### src/hdl/mrcp_pkg.sv
// ----------------------------------------------------------------------------
// mrcp_pkg
// Shared types and character codes for the motor rate command parser.
// ----------------------------------------------------------------------------
package mrcp_pkg;

  localparam logic [7:0] CH_NUL   = 8'h00;
  localparam logic [7:0] CH_TAB   = 8'h09;
  localparam logic [7:0] CH_NL    = 8'h0A;
  localparam logic [7:0] CH_CR    = 8'h0D;
  localparam logic [7:0] CH_SPACE = 8'h20;
  localparam logic [7:0] CH_PLUS  = 8'h2B;
  localparam logic [7:0] CH_MINUS = 8'h2D;
  localparam logic [7:0] CH_ZERO  = 8'h30;
  localparam logic [7:0] CH_THREE = 8'h33;
  localparam logic [7:0] CH_NINE  = 8'h39;
  localparam logic [7:0] CH_F     = 8'h46;
  localparam logic [7:0] CH_M     = 8'h4D;

  localparam int unsigned MAG_W = 16;
  localparam logic [MAG_W-1:0] MAG_LIMIT = 16'h8000;
  localparam logic [MAG_W-1:0] RATE_MAX  = 16'h7FFF;

  typedef enum logic [1:0] {
    PH_SKIP   = 2'd0,
    PH_SIGN   = 2'd1,
    PH_DIGITS = 2'd2,
    PH_DONE   = 2'd3
  } phase_t;

  typedef struct packed {
    logic       valid;
    logic [7:0] rx_byte;
  } stage_t;

  typedef struct packed {
    logic               emit;
    logic               command_valid;
    logic [1:0]         motor_select;
    logic signed [15:0] step_rate;
  } result_t;

endpackage

### src/hdl/mrcp_if.sv
// ----------------------------------------------------------------------------
// mrcp_byte_if / mrcp_cmd_if
// Valid/ready channels for received bytes and parsed commands.
// ----------------------------------------------------------------------------
interface mrcp_byte_if;
  logic       valid;
  logic       ready;
  logic [7:0] rx_byte;

  modport source (output valid, output rx_byte, input ready);
  modport sink (input valid, input rx_byte, output ready);
endinterface

interface mrcp_cmd_if;
  logic               valid;
  logic               ready;
  logic               command_valid;
  logic [1:0]         motor_select;
  logic signed [15:0] step_rate;

  modport source (output valid, output command_valid, output motor_select,
                  output step_rate, input ready);
  modport sink (input valid, input command_valid, input motor_select,
                input step_rate, output ready);
endinterface

### src/hdl/mrcp_in_reg.sv
// ----------------------------------------------------------------------------
// mrcp_in_reg
// Input register: captures one received byte word per cycle while it is empty or the parse stage advances.
// ----------------------------------------------------------------------------
module mrcp_in_reg (
  input  logic            clk,
  input  logic            rst_n,
  mrcp_byte_if.sink       in_byte,
  input  logic            advance,
  output mrcp_pkg::stage_t stage
);
  import mrcp_pkg::*;

  logic       valid_r, valid_nxt;
  logic [7:0] byte_r;
  logic       accept;

  assign in_byte.ready = !valid_r || advance;
  assign accept        = in_byte.valid && in_byte.ready;

  always_comb begin
    valid_nxt = valid_r;
    if (accept) begin
      valid_nxt = 1'b1;
    end else if (advance) begin
      valid_nxt = 1'b0;
    end
  end

  always_ff @(posedge clk) begin
    if (!rst_n) begin
      valid_r <= 1'b0;
    end else begin
      valid_r <= valid_nxt;
    end
  end

  always_ff @(posedge clk) begin
    if (accept) begin
      byte_r <= in_byte.rx_byte;
    end
  end

  assign stage.valid   = valid_r;
  assign stage.rx_byte = byte_r;

endmodule

### src/hdl/mrcp_core.sv
// ----------------------------------------------------------------------------
// mrcp_core
// Line state and single-pass parse of one byte; emits a command on newline.
// ----------------------------------------------------------------------------
module mrcp_core #(
  parameter int unsigned LINE_CAPACITY = 32
) (
  input  logic              clk,
  input  logic              rst_n,
  input  mrcp_pkg::stage_t  stage,
  input  logic              advance,
  output mrcp_pkg::result_t result
);
  import mrcp_pkg::*;

  localparam int unsigned CW = $clog2(LINE_CAPACITY);
  localparam logic [CW-1:0] LAST = CW'(LINE_CAPACITY - 1);

  logic [CW-1:0]    count_r, count_nxt;
  logic             ended_r, ended_nxt;
  logic             leader_r, leader_nxt;
  logic [1:0]       motor_r, motor_nxt;
  logic             motor_ok_r, motor_ok_nxt;
  logic             letter_r, letter_nxt;
  phase_t           phase_r, phase_nxt;
  logic             neg_r, neg_nxt;
  logic [MAG_W-1:0] mag_r, mag_nxt;

  logic             step;
  logic [7:0]       c;
  logic             is_digit;
  logic             is_space;
  logic [MAG_W+3:0] mag_sum;
  logic [MAG_W-1:0] mag_add;
  logic             cmd_ok;

  assign step     = stage.valid && advance;
  assign c        = stage.rx_byte;
  assign is_digit = (c >= CH_ZERO) && (c <= CH_NINE);
  assign is_space = (c == CH_SPACE) || ((c >= CH_TAB) && (c <= CH_CR));
  assign mag_sum  = {1'b0, mag_r, 3'b000} + {3'b000, mag_r, 1'b0} + {16'd0, c[3:0]};
  assign mag_add  = (mag_sum > {4'd0, MAG_LIMIT}) ? MAG_LIMIT : mag_sum[MAG_W-1:0];
  assign cmd_ok   = leader_r && motor_ok_r && letter_r;

  always_comb begin
    count_nxt    = count_r;
    ended_nxt    = ended_r;
    leader_nxt   = leader_r;
    motor_nxt    = motor_r;
    motor_ok_nxt = motor_ok_r;
    letter_nxt   = letter_r;
    phase_nxt    = phase_r;
    neg_nxt      = neg_r;
    mag_nxt      = mag_r;
    result       = '0;
    if (step) begin
      if (c == CH_NL) begin
        result.emit          = 1'b1;
        result.command_valid = cmd_ok;
        if (cmd_ok) begin
          result.motor_select = motor_r;
          if (neg_r) begin
            result.step_rate = $signed(16'(16'd0 - mag_r));
          end else begin
            result.step_rate = $signed((mag_r > RATE_MAX) ? RATE_MAX : mag_r);
          end
        end
        count_nxt    = '0;
        ended_nxt    = 1'b0;
        leader_nxt   = 1'b0;
        motor_nxt    = '0;
        motor_ok_nxt = 1'b0;
        letter_nxt   = 1'b0;
        phase_nxt    = PH_SKIP;
        neg_nxt      = 1'b0;
        mag_nxt      = '0;
      end else if (count_r != LAST) begin
        count_nxt = count_r + 1'b1;
        if (!ended_r) begin
          if (c == CH_NUL) begin
            ended_nxt = 1'b1;
          end else begin
            if (count_r == '0) begin
              leader_nxt = (c == CH_M);
            end else if (count_r == CW'(1)) begin
              if ((c >= CH_ZERO) && (c <= CH_THREE)) begin
                motor_ok_nxt = 1'b1;
                motor_nxt    = c[1:0];
              end
            end
            if (letter_r) begin
              case (phase_r)
                PH_SKIP: begin
                  if (is_space) begin
                    phase_nxt = PH_SKIP;
                  end else if ((c == CH_PLUS) || (c == CH_MINUS)) begin
                    neg_nxt   = (c == CH_MINUS);
                    phase_nxt = PH_SIGN;
                  end else if (is_digit) begin
                    mag_nxt   = mag_add;
                    phase_nxt = PH_DIGITS;
                  end else begin
                    phase_nxt = PH_DONE;
                  end
                end
                PH_SIGN, PH_DIGITS: begin
                  if (is_digit) begin
                    mag_nxt   = mag_add;
                    phase_nxt = PH_DIGITS;
                  end else begin
                    phase_nxt = PH_DONE;
                  end
                end
                default: begin
                  phase_nxt = phase_r;
                end
              endcase
            end else if (c == CH_F) begin
              letter_nxt = 1'b1;
            end
          end
        end
      end
    end
  end

  always_ff @(posedge clk) begin
    if (!rst_n) begin
      count_r    <= '0;
      ended_r    <= 1'b0;
      leader_r   <= 1'b0;
      motor_r    <= '0;
      motor_ok_r <= 1'b0;
      letter_r   <= 1'b0;
      phase_r    <= PH_SKIP;
      neg_r      <= 1'b0;
      mag_r      <= '0;
    end else begin
      count_r    <= count_nxt;
      ended_r    <= ended_nxt;
      leader_r   <= leader_nxt;
      motor_r    <= motor_nxt;
      motor_ok_r <= motor_ok_nxt;
      letter_r   <= letter_nxt;
      phase_r    <= phase_nxt;
      neg_r      <= neg_nxt;
      mag_r      <= mag_nxt;
    end
  end

endmodule

### src/hdl/mrcp_out_reg.sv
// ----------------------------------------------------------------------------
// mrcp_out_reg
// Result register: holds one command word until the sink takes it.
// ----------------------------------------------------------------------------
module mrcp_out_reg (
  input  logic              clk,
  input  logic              rst_n,
  input  mrcp_pkg::result_t result,
  output logic              advance,
  mrcp_cmd_if.source        out_cmd
);
  import mrcp_pkg::*;

  logic               valid_r, valid_nxt;
  logic               cmd_valid_r;
  logic [1:0]         motor_r;
  logic signed [15:0] rate_r;
  logic               load;

  assign advance = !valid_r || out_cmd.ready;
  assign load    = result.emit && advance;

  always_comb begin
    valid_nxt = valid_r;
    if (load) begin
      valid_nxt = 1'b1;
    end else if (out_cmd.ready) begin
      valid_nxt = 1'b0;
    end
  end

  always_ff @(posedge clk) begin
    if (!rst_n) begin
      valid_r <= 1'b0;
    end else begin
      valid_r <= valid_nxt;
    end
  end

  always_ff @(posedge clk) begin
    if (load) begin
      cmd_valid_r <= result.command_valid;
      motor_r     <= result.motor_select;
      rate_r      <= result.step_rate;
    end
  end

  assign out_cmd.valid         = valid_r;
  assign out_cmd.command_valid = cmd_valid_r;
  assign out_cmd.motor_select  = motor_r;
  assign out_cmd.step_rate     = rate_r;

endmodule

### src/hdl/motor_rate_command_parser.sv
// ----------------------------------------------------------------------------
// motor_rate_command_parser
// Parses newline-ended "M<d>...F<number>" lines into motor rate commands.
// ----------------------------------------------------------------------------
// One byte word is taken every cycle while the command sink keeps up. Each
// byte is registered and then parsed in one pass against the line state. A
// newline passes through the input register and, when the parse stage
// advances, loads a command word into the result register as valid. The
// only stall comes from the result register. While a command word waits
// unread, the parse stage holds and the input takes at most one more byte.
// Only the first LINE_CAPACITY-1 bytes of a line are parsed, and the rate
// saturates to 16 bits.
module motor_rate_command_parser #(
  parameter int unsigned LINE_CAPACITY = 32
) (
  input logic        clk,
  input logic        rst_n,
  mrcp_byte_if.sink  in_byte,
  mrcp_cmd_if.source out_cmd
);
  import mrcp_pkg::*;

  stage_t  stage;
  result_t result;
  logic    advance;

  mrcp_in_reg u_in_reg (
    .clk     (clk),
    .rst_n   (rst_n),
    .in_byte (in_byte),
    .advance (advance),
    .stage   (stage)
  );

  mrcp_core #(
    .LINE_CAPACITY (LINE_CAPACITY)
  ) u_core (
    .clk     (clk),
    .rst_n   (rst_n),
    .stage   (stage),
    .advance (advance),
    .result  (result)
  );

  mrcp_out_reg u_out_reg (
    .clk     (clk),
    .rst_n   (rst_n),
    .result  (result),
    .advance (advance),
    .out_cmd (out_cmd)
  );

  a_newline_loads: assert property (@(posedge clk) disable iff (!rst_n)
    stage.valid && advance && (stage.rx_byte == CH_NL) |=> out_cmd.valid)
    else $error("newline did not load a command word");

  a_plain_byte_no_load: assert property (@(posedge clk) disable iff (!rst_n)
    !out_cmd.valid && !(stage.valid && (stage.rx_byte == CH_NL)) |=> !out_cmd.valid)
    else $error("command word appeared without a newline");

  a_empty_stage_ready: assert property (@(posedge clk) disable iff (!rst_n)
    !stage.valid |-> in_byte.ready)
    else $error("input stalled with an empty stage");

  a_invalid_zero: assert property (@(posedge clk) disable iff (!rst_n)
    result.emit && !result.command_valid |->
      (result.motor_select == 2'd0) && (result.step_rate == 16'sd0))
    else $error("invalid command carries nonzero fields");

endmodule

### src/flat_wrapper.sv
// flat-port wrapper written by rule: the top's interface ports become plain ports
module motor_rate_command_parser_flat import mrcp_pkg::*;
#(
  parameter int unsigned LINE_CAPACITY = 32
)
  (clk, rst_n, in_byte_valid, in_byte_rx_byte, in_byte_ready, out_cmd_valid, out_cmd_command_valid, out_cmd_motor_select, out_cmd_step_rate, out_cmd_ready);
  mrcp_byte_if in_byte_i ();
  mrcp_cmd_if out_cmd_i ();
  input logic clk;
  input logic rst_n;
  input wire logic [$bits(in_byte_i.valid)-1:0] in_byte_valid;
  input wire logic [$bits(in_byte_i.rx_byte)-1:0] in_byte_rx_byte;
  output wire logic [$bits(in_byte_i.ready)-1:0] in_byte_ready;
  output wire logic [$bits(out_cmd_i.valid)-1:0] out_cmd_valid;
  output wire logic [$bits(out_cmd_i.command_valid)-1:0] out_cmd_command_valid;
  output wire logic [$bits(out_cmd_i.motor_select)-1:0] out_cmd_motor_select;
  output wire logic [$bits(out_cmd_i.step_rate)-1:0] out_cmd_step_rate;
  input wire logic [$bits(out_cmd_i.ready)-1:0] out_cmd_ready;
  assign in_byte_i.valid = in_byte_valid;
  assign in_byte_i.rx_byte = in_byte_rx_byte;
  assign in_byte_ready = in_byte_i.ready;
  assign out_cmd_valid = out_cmd_i.valid;
  assign out_cmd_command_valid = out_cmd_i.command_valid;
  assign out_cmd_motor_select = out_cmd_i.motor_select;
  assign out_cmd_step_rate = out_cmd_i.step_rate;
  assign out_cmd_i.ready = out_cmd_ready;
  motor_rate_command_parser #(.LINE_CAPACITY(LINE_CAPACITY)) u_core (.clk(clk), .rst_n(rst_n), .in_byte(in_byte_i), .out_cmd(out_cmd_i));
endmodule
### config.mk
export PLATFORM = sky130hd
export DESIGN_NAME = motor_rate_command_parser_flat
export DESIGN_NICKNAME = d
export VERILOG_FILES = /design/src/hdl/mrcp_pkg.sv /design/src/hdl/mrcp_if.sv /design/src/hdl/mrcp_in_reg.sv /design/src/hdl/mrcp_core.sv /design/src/hdl/mrcp_out_reg.sv /design/src/hdl/motor_rate_command_parser.sv /design/src/flat_wrapper.sv
export SDC_FILE = /design/constraint.sdc
export NUM_CORES = 1
export LEC_CHECK = 0
export ABC_AREA = 1
export ABC_CLOCK_PERIOD_IN_PS = 2900
export BUFFER_PORTS_ARGS = -buffer_cell sky130_fd_sc_hd__buf_2
export CORE_MARGIN = 2
export CORE_UTILIZATION = 55
export CTS_CLUSTER_DIAMETER = 120
export CTS_CLUSTER_SIZE = 10
export DETAILED_ROUTE_END_ITERATION = 6
export GPL_TIMING_DRIVEN = 0
export PLACE_DENSITY = 0.88
export SETUP_SLACK_MARGIN = 0.15
export SYNTH_ARGS = -nofsm -noshare
export SYNTH_HDL_FRONTEND = slang
export SYNTH_SLANG_ARGS = --single-unit
### constraint.sdc
create_clock -name clk -period 2.9 [get_ports clk]
set_input_delay 0.145 -clock clk [delete_from_list [all_inputs] [get_ports clk]]
set_output_delay 0.145 -clock clk [all_outputs]
set_load 0.02 [all_outputs]
Word level (Yosys, flattened, before mapping)
Index checks and enable logic that the tools add are counted.
Storage, ports and cells
  logic and storage cells: 146
  output and inout bits: 21
  latch bits: 0
  bits of input ports: 12
  RAM bits: 0
  memories: 0
  flip-flop bits (word level): 59
  ROM bits: 0
Operators by class
  bitwise gates (word level): 0
  reduce and logical (&&, ||, !) cells: 37
  $lt $le $gt $ge: 7
  shift operators: 0
  eq/ne operators: 16
  divide/modulo/power cells: 0
  mux-type cells: 67
  $mul: 0
  add/subtract/negate cells: 4
Operators by type and width (count)
  2-to-1 mux 16 bit: 11
  2-to-1 mux 20 bit: 2
  2-to-1 mux 1 bit: 35
  case mux 16 bit (2 select lines): 1
  2-to-1 mux 2 bit: 14
  equality test 8 x 6 -> 1 bit (second input constant): 3
  adder 19 x 17 -> 20 bit: 1
  adder 20 x 4 -> 20 bit: 1
  > comparator 20 x 16 -> 1 bit (second input constant): 1
  2-to-1 mux 18 bit: 1
  nonzero test 2 bit: 9
  equality test 8 x 7 -> 1 bit (second input constant): 2
  > comparator 16 x 15 -> 1 bit (second input constant): 1
  less-or-equal comparator 8 x 6 -> 1 bit (second input constant): 2
  AND reduction 8 bit: 2
  subtractor 1 x 16 -> 16 bit (first input constant): 1
  2-to-1 mux 5 bit: 2
  equality test 8 x 4 -> 1 bit (second input constant): 1
  greater-or-equal comparator 8 x 4 -> 1 bit (second input constant): 1
  greater-or-equal comparator 8 x 6 -> 1 bit (second input constant): 1
  less-or-equal comparator 8 x 4 -> 1 bit (second input constant): 1
  logical AND 1 bit: 8
  logical NOT 8 bit: 1
  AND reduction 7 bit: 1
  other kinds (20): 28

Logic depth before layout (Yosys ltp)
Gate-level depths: netlist (run 1).
  depth after elaboration: 13
  gate-level depth with buffers: 19

By module
From an unflattened synthesis (run 1), not the netlist that was laid out.
Second synthesis, totals
  cells, all modules: 604
  area total of the unflattened synthesis: 4324.1 µm²
Modules (own cells, without submodules)
  mrcp_core: instances 1, area each 3403.3 µm², cells each 562
  mrcp_out_reg: instances 1, area each 621.8 µm², cells each 26
  mrcp_in_reg: instances 1, area each 299.0 µm², cells each 16

Worst setup path after synthesis (run 1)
Ideal clock, no wire load.
  kind: register -> register
  from: register u_core.u_in_reg.byte_r[3]
  to: register u_core.u_core.mag_r[10]
  library setup time: 0.070 ns
  clock period less this slack: 2.713 ns
  required time: 2.830 ns
  slack: 0.187 ns
  data arrival time: 2.642 ns
  cell stages (with the launch flop): 18
  path buffers: 1
  path through: edfxtp_1 -> inv_1 -> fa_1 -> fa_1 -> inv_1 -> nand3_1 -> nand2_1 -> nand2_1 -> nand2_1 -> nand2_1 -> nand2_1 -> nand2_1 -> nand2_1 -> nand3_1 -> nor2_4 -> buf_6 -> nand3_1 -> a21oi_1
On the way
  word-level cells in the longest chain between the ends: 12
  elaborated cells between the ends (all ways): 33
  classes of those cells: 1 x add/sub; 5 x order compare; 8 x eq/ne; 10 x mux; 9 x reduce/logical
Ends and longest elaborated chain
  start: declaration: RTL line mrcp_in_reg.sv:15  | logic [7:0] byte_r;
  start signal: assignment: RTL line mrcp_in_reg.sv:40  | byte_r <= in_byte.rx_byte;
  adder 20 x 4 -> 20 bit: RTL line mrcp_core.sv:41  | assign mag_sum = {1'b0, mag_r, 3'b000} + {3'b000, mag_r, 1'b0} + {16'd0, c[3:0]};
  > comparator 20 x 16 -> 1 bit: RTL line mrcp_core.sv:42  | assign mag_add = (mag_sum > {4'd0, MAG_LIMIT}) ? MAG_LIMIT : mag_sum[MAG_W-1:0];
  2-to-1 mux 16 bit: RTL line mrcp_core.sv:42
  2-to-1 mux 16 bit: RTL line mrcp_core.sv:99, mrcp_core.sv:107
  2-to-1 mux 16 bit: RTL line mrcp_core.sv:96  | end else if ((c == CH_PLUS) || (c == CH_MINUS)) begin
  2-to-1 mux 16 bit: RTL line mrcp_core.sv:94  | if (is_space) begin
  case mux 16 bit (2 select lines): RTL line mrcp_core.sv:92  | case (phase_r)
  2-to-1 mux 16 bit: RTL line mrcp_core.sv:91  | if (letter_r) begin
  2-to-1 mux 16 bit: RTL line mrcp_core.sv:80  | if (c == CH_NUL) begin
  2-to-1 mux 16 bit: RTL line mrcp_core.sv:79  | if (!ended_r) begin
  2-to-1 mux 16 bit: RTL line mrcp_core.sv:77  | end else if (count_r != LAST) begin
  2-to-1 mux 16 bit: RTL line mrcp_core.sv:57  | if (c == CH_NL) begin
  end signal: assignment: RTL line mrcp_core.sv:147  | mag_r <= mag_nxt;
  end: declaration: RTL line mrcp_core.sv:27  | logic [MAG_W-1:0] mag_r, mag_nxt;
Parallel ways exist; a longest one is shown, timed or not. The select of a mux whose other input is x is not followed.
A chain may end at the register's enable or synchronous reset.

Final worst setup path (run 1)
  from: register u_core.u_in_reg.byte_r[3]
  to: register u_core.u_core.mag_r[13]
Same word-level chain as after synthesis.

==> results of run 1 <==
## cells in the mapped netlist (2+ instances only)
library cell and n:
nand2_1 145, inv_1 96, nand3_1 57, a21oi_1 54, nor2_1 46, ha_1 38
dfxtp_1 32, edfxtp_1 27, o21ai_0 22, a31oi_1 12, nand4_1 10, nor2_2 10
nor3_1 10, clkbuf_1 5, nand2_2 5, o21ai_1 5, buf_2 4, nand2_4 4
nand3b_1 4, nor2_4 4, a211oi_1 3, and2_1 3, o31ai_1 3, or2_2 3
buf_6 2, fa_1 2, inv_2 2, nor4_1 2
## registers in the layout, indices dropped and copies added (netlist names)
name / cells
u_core.u_out_reg.out_cmd.motor_select: 2
u_core.u_out_reg.out_cmd.command_valid: 1
u_core.u_core.motor_r: 2
u_core.u_in_reg.valid_r: 1
u_core.u_core.leader_r: 1
u_core.u_core.mag_r: 16
u_core.u_in_reg.byte_r: 8
u_core.u_core.motor_ok_r: 1
u_core.u_out_reg.out_cmd.valid: 1
u_core.u_core.neg_r: 1
u_core.u_core.phase_r: 2
u_core.u_core.count_r: 5
u_core.u_out_reg.out_cmd.step_rate: 16
u_core.u_core.ended_r: 1
u_core.u_core.letter_r: 1
## metal layers
metal  vias up  GRT usage (%)  share of wire, %
li1       2217              -                 -
met1      2167           35.4                40
met2       348           44.1                47
met3        63           4.51               9.3
met4         0           10.1               3.9
met5         -              0                 0
## per-stage QoR
step	cells	cell area (µm²)	utilization [%]	setup TNS, ns
floorplan	622	4420	-	0
global placement	756	4700	60.6	-2.17
detailed placement	756	4700	60.6	-3.29
CTS	791	5120	65.9	0
global route	798	5390	69.4	-0.0221
finish	798	5390	69.4	0
## critical path, stage by stage (launching register included)
cell and delay [ns]:
edfxtp_1 0.42, inv_2 0.10, fa_2 0.45, fa_2 0.37, inv_2 0.09, nand2_1 0.06, nand2_1 0.08, nand3_2 0.08
nand2_2 0.09, nand3_2 0.09, nand2_1 0.08, nand2_1 0.05, nand2_1 0.09, nand2_2 0.08, nor2_4 0.20, buf_6 0.16
nand3_1 0.11, a21oi_1 0.13
## layout make-up
class | instances | area (µm²) | area share [%]
tap | 102 | 128 | 2.37
timing repair buffer | 57 | 375 | 6.96
clock buffer | 10 | 138 | 2.55
buffer | 12 | 78.8 | 1.46
clock inverter | 6 | 63.8 | 1.18
sequential | 59 | 1470 | 27.2
multi-input combinational | 452 | 2750 | 51.1
timing repair inverter | 1 | 5.00 | 0.0929
inverter | 99 | 383 | 7.10
## worst paths after layout
check                        endpoint  slack, ns
max           u_core.u_core.mag_r[13]       0.08
min           u_core.u_in_reg.valid_r       0.09
max reg2reg   u_core.u_core.mag_r[13]       0.08
min reg2reg  u_core.u_core.phase_r[0]       0.46
## power groups by stage
stage	Sequential, W	Clock, W	Combinational [W]
2_1_floorplan	0.000908	0	0.0000570
4_1_cts	0.000888	0.000758	0.000101
5_1_grt	0.000890	0.000805	0.000126
6_report	0.000889	0.000776	0.000117
3_3_place_gp	0.000910	0	0.0000755
3_5_place_dp	0.000911	0	0.0000792
## what timing repair did
item | in CTS | in global routing
hold buffers | 8 | 0
gates resized for setup | 18 | 64
hold endpoints to repair | 8 | 0
endpoints found under the setup margin | 25 | 21
gates cloned | 2 | 1
buffers inserted | 9 | 6
pin swaps | 10 | 29
## cells by family after synthesis
group                      count (synthesis)  share of synthesized area [%]
adders and majority gates                 40                           11.7
DFF                                       59                           32.9
buffers and inverters                    111                           10.0
and+or+nand+nor                          306                           32.1
AOI/OAI and AO/OA                        104                           12.9
xor gates and xnor gates                   2                          0.397
==> impl_metrics.ini, run 1 <==
[logic_synthesis]
syn_area_per_cell_um2 = 7.10
ys_ff_latch = 59
yosys_most_used_dff = dfxtp_1
synth.area.top_cells = edfxtp_1, dfxtp_1, nand2_1
netlist_area_um2 = 4420
yosys_warnings = 0
ys_seq_area_share_pct = 32.9
synth_cell_types = 40
synth_cells = 622
synth.largest_area_cell = edfxtp_1
synth_top_area_share_pct = 18.4
synth_nets = 674
synth-edff-count = 27
synthArstFlopShare_pct = 0

[sta]
finalCriticalPeriod_ns = 2.82
rsz0062_at_grt = true
fmax_mhz = 355
period_share_pct = 97.1
max_slew.worst_pin.slew_ns = 0.671
finalSetupViolCount = 0
worst_hold_slack_ns = 0.0858
drv_slew = 0
finalHoldViolations = 0
relSlewSlack_pct = 54.9
skew_ns = 0.0127
setup_slack_ns = 0.0840

[grt]
grt_usage_pct = 26.8
grt_max_degree = 21
grt_pass1_wl_um = 18900
overflow = 0
grt_pass1_vias = 4199
antenna_found_initial = 0

[power]
p_comb_share_pct = 6.6
pwr-share-seq_pct = 49.9
power.switching_w = 0.000441
power_w = 0.00178
power.share.clock_pct = 43.5
p_int_w = 0.00134
powerDensity_nw_per_um2 = 330
ir_drop_v = 0.000222
netSwitchingFraction_pct = 24.8
p_leak_nw = 2.48

[route]
wl_per_cell_um = 16.3
drtPass1Iterations = 5
drt_iter0_drc = 596
via_count = 4795
routed_wl_um = 13000
drc = 0
drt-vias-per-instance = 6.01
postRouteAntennaNets = 0

[worst_setup_path]
critPathCaptureType = flop
crit_start = u_core.u_in_reg.byte_r[3]
cp.required_ns = 3.18
ff2ff_path_depth = 17
criticalPathCategory = flop to flop
start_kind = flop
rr_startpoint = u_core.u_in_reg.byte_r[3]
arrival_ns = 3.09
cp_max_fo = 5

[job]
cap_viol_max_count = 0

[final_layout]
fin_nets = 743
diodes = 0
mostFrequentLayoutCells = nand2_1, inv_1, a21oi_1
area_growth_pct = 22.1
nFillCells = 569
drive_gt1_share_pct = 24.9
final_common_cell = nand2_1

[clocking]
cts_root_buf = clkbuf_8
cts_tree = done
ctsLongestPathBuffers = 2
cts_max_level = 3
clkLatencyLatePin_ns = 0.36
cts_made_buffers = 9
path_clk_slew_ns = 0.07
cts.sinks = 59

[placed_design]
dp_worst_setup_slack_ns = -0.300
port_buffers = 32
gp_congestion = 0.986
post-dp-hpwl_um = 8210

[floorplan]
fp.dieW_um = 93.6
rows = 32
ios = 33
core_area_um2 = 7770
initial_core_util_pct = 56.8
die_h_um = 93.6
die_area_um2 = 8760

[min_path]
min_path_type = input pin to flop
min-delay-start = in_byte_valid
min_path_cells = 3

[run_status]
outcome = completed
No activity file was read; power rests on OpenSTA's default activity.
==> run 2, diff against run 1 <==
--- a/config.mk
+++ b/config.mk
@@ -6,7 +6,7 @@
 export NUM_CORES = 1
 export LEC_CHECK = 0
 export ABC_AREA = 1
-export ABC_CLOCK_PERIOD_IN_PS = 2900
+export ABC_CLOCK_PERIOD_IN_PS = 3200
 export BUFFER_PORTS_ARGS = -buffer_cell sky130_fd_sc_hd__buf_2
 export CORE_MARGIN = 2
 export CORE_UTILIZATION = 55
@@ -14,7 +14,7 @@
 export CTS_CLUSTER_SIZE = 10
 export DETAILED_ROUTE_END_ITERATION = 6
 export GPL_TIMING_DRIVEN = 0
-export PLACE_DENSITY = 0.88
+export PLACE_DENSITY = 0.85
 export SETUP_SLACK_MARGIN = 0.15
 export SYNTH_ARGS = -nofsm -noshare
 export SYNTH_HDL_FRONTEND = slang
==> constraint.sdc (replaced) <==
create_clock -name clk -period 3.2 [get_ports clk]
set_input_delay 0.16 -clock clk [delete_from_list [all_inputs] [get_ports clk]]
set_output_delay 0.16 -clock clk [all_outputs]
set_load 0.02 [all_outputs]
==> run 2 against run 1 <==
Effect of this change: via count shrank 8.0%; clock power shrank 1%; final area shrank 5.4%; utilization shrank 3.8 points; critical endpoint is now u_core.u_core.mag_r[12]; power shrank 6.4%; global-route usage shrank 0.28 points; non-clock buffer count shrank 9; fmax shrank 2.4%; die area is the same; clock skew shrank 0.0060 ns; final cell count shrank 1.3%.
==> impl_metrics.ini, run 2 (same netlist as run 1, synthesis figures left out) <==
[placed_design]
port_buffers = 32
dp.cells = 756
gp_congestion = 0.948
dp_worst_setup_slack_ns = -0.0263
post-dp-hpwl_um = 8430

[power]
p_leak_nw = 2.39
powerDensity_nw_per_um2 = 327
ir_drop_v = 0.000464

[floorplan]
ios = 33
core_area_um2 = 7770
initial_core_util_pct = 56.8
die_h_um = 93.6
fp.dieW_um = 93.6
die_area_um2 = 8760
rows = 32

[min_path]
min-delay-start = out_cmd_ready
min_path_type = input pin to flop
worst_hold_path.endpoint = u_core.u_out_reg.out_cmd.valid
min_path_cells = 4

[clocking]
clkLatencyLatePin_ns = 0.35
cts_made_buffers = 9
cts.sinks = 59
cts_max_level = 3
path_clk_slew_ns = 0.07
cts_root_buf = clkbuf_8
cts_tree = done
ctsLongestPathBuffers = 2

[sta]
fmax_mhz = 347
period_share_pct = 90.2
relSlewSlack_pct = 64.6
setup-tns-final_ns = 0
finalCriticalPeriod_ns = 2.89
worst_hold_slack_ns = 0.0942
rsz0062_at_grt = true
drv_slew = 0
finalHoldViolations = 0
max_slew.worst_pin.slew_ns = 0.526
skew_ns = 0.00672
finalSetupViolCount = 0
setup_slack_ns = 0.314

[grt]
busiest_layer = met2
grt_usage_pct = 26.5
grtUsageMet3_pct = 4.83
met1_usage_pct = 35.1
antenna_found_initial = 0
grt_use_met2_pct = 43.9
grt_pass1_vias = 4098
grt_pass1_wl_um = 18600
grt_max_degree = 21
overflow = 0

[final_layout]
drive_gt1_share_pct = 16.2
nFillCells = 682
area_growth_pct = 15.4
final_common_cell = nand2_1
fin_nets = 733
fin_cells = 788
ff_latch_area_um2 = 1450
mostFrequentLayoutCells = nand2_1, inv_1, nand3_1
diodes = 0
finish.utilization_pct = 65.6
multi_input_area_um2 = 2540

[route]
drtPass1Iterations = 5
postRouteAntennaNets = 0
drt_iter0_drc = 304
routed_wl_um = 11100
wl_per_cell_um = 14.1
drc = 0
drt-vias-per-instance = 5.60
via_count = 4413

[worst_setup_path]
cp_max_fo = 10
ff2ff_path_depth = 15
rr_startpoint = u_core.u_in_reg.byte_r[2]
cp.required_ns = 3.47
criticalPathCategory = flop to flop
ff2ff_setup_slack_ns = 0.31
r2r-end = u_core.u_core.mag_r[12]
critPathCaptureType = flop
arrival_ns = 3.16
start_kind = flop

[run_status]
outcome = completed

[job]
cap_viol_max_count = 0
-- run 2: cell types whose count changed in the layout (fill, tap and decap cells not counted), sizes merged --
cell	delta
bufinv	+1
buf	-9
clkinvlp	-1
clkbuf	-1
-- run 2: timing repair --
| item | CTS | global route |
|---|---|---|
| endpoints found under the setup margin | 16 | 25 |
| pin swaps | 2 | 3 |
| endpoints found under the hold margin | 8 | 0 |
| hold buffers | 8 | 0 |
| buffers inserted | 3 | 5 |
| resized for setup | 4 | 11 |
-- run 2: power breakdown --
part / switching (W) / internal, W / leakage, nW / total (W)
clock network: 0.000324 / 0.000443 / 0.114 / 0.000767
logic: 0.0000578 / 0.0000367 / 1.76 / 0.0000945
registers: 0.00000994 / 0.000796 / 0.526 / 0.000806
-- run 2: area by class of cell --
| type | count | share of cell area (%) |
|---|---|---|
| plain buffers | 12 | 1.42 |
| flip-flops and latches | 59 | 28.5 |
| clock buffers | 9 | 2.43 |
| inverters | 99 | 7.41 |
| repair buffers | 48 | 5.89 |
| clock inverters | 7 | 1.96 |
| multi-input cells | 452 | 49.9 |
| well taps | 102 | 2.50 |
-- run 2: metal layers --
layer  up-vias  wire length, µm
met2       163             5200
met4         0              221
li1       2181                -
met3        26              680
met1      2043             5000
met5         -                0
-- run 2: stage by stage --
stage                     total power (W)  instance area [µm²]
after floorplan                  0.000874                 4420
after global placement           0.000894                 4700
after detailed placement         0.000899                 4700
after CTS                         0.00167                 5030
after global routing              0.00172                 5100
final                             0.00167                 5100
-- run 2: how the worst max path moves through the flow --
stage / start / endpoint / slack [ns]
2_1_floorplan: u_core.u_in_reg.byte_r[3] / u_core.u_core.mag_r[10] / 0.49
3_3_place_gp: u_core.u_in_reg.byte_r[3] / u_core.u_core.mag_r[5] / 0.06
3_5_place_dp: u_core.u_in_reg.byte_r[3] / u_core.u_core.mag_r[5] / -0.03
4_1_cts: u_core.u_core.mag_r[0] / u_core.u_core.mag_r[5] / 0.17
5_1_grt: u_core.u_in_reg.byte_r[2] / u_core.u_core.mag_r[12] / 0.1
6_report: u_core.u_in_reg.byte_r[2] / u_core.u_core.mag_r[12] / 0.31
-- run 2: critical path, cell delays in order, from the launching register on --
cell and delay (ns):
edfxtp_1 0.43, ha_1 0.30, ha_1 0.22, inv_1 0.08, fa_2 0.55, nand4_1 0.11
nor2_1 0.11, nand3_1 0.10, nor2_2 0.12, nand2_1 0.06, nor2_1 0.13, nand3_1 0.11
nand2_2 0.12, buf_6 0.14, nand3_1 0.07, a21oi_1 0.14
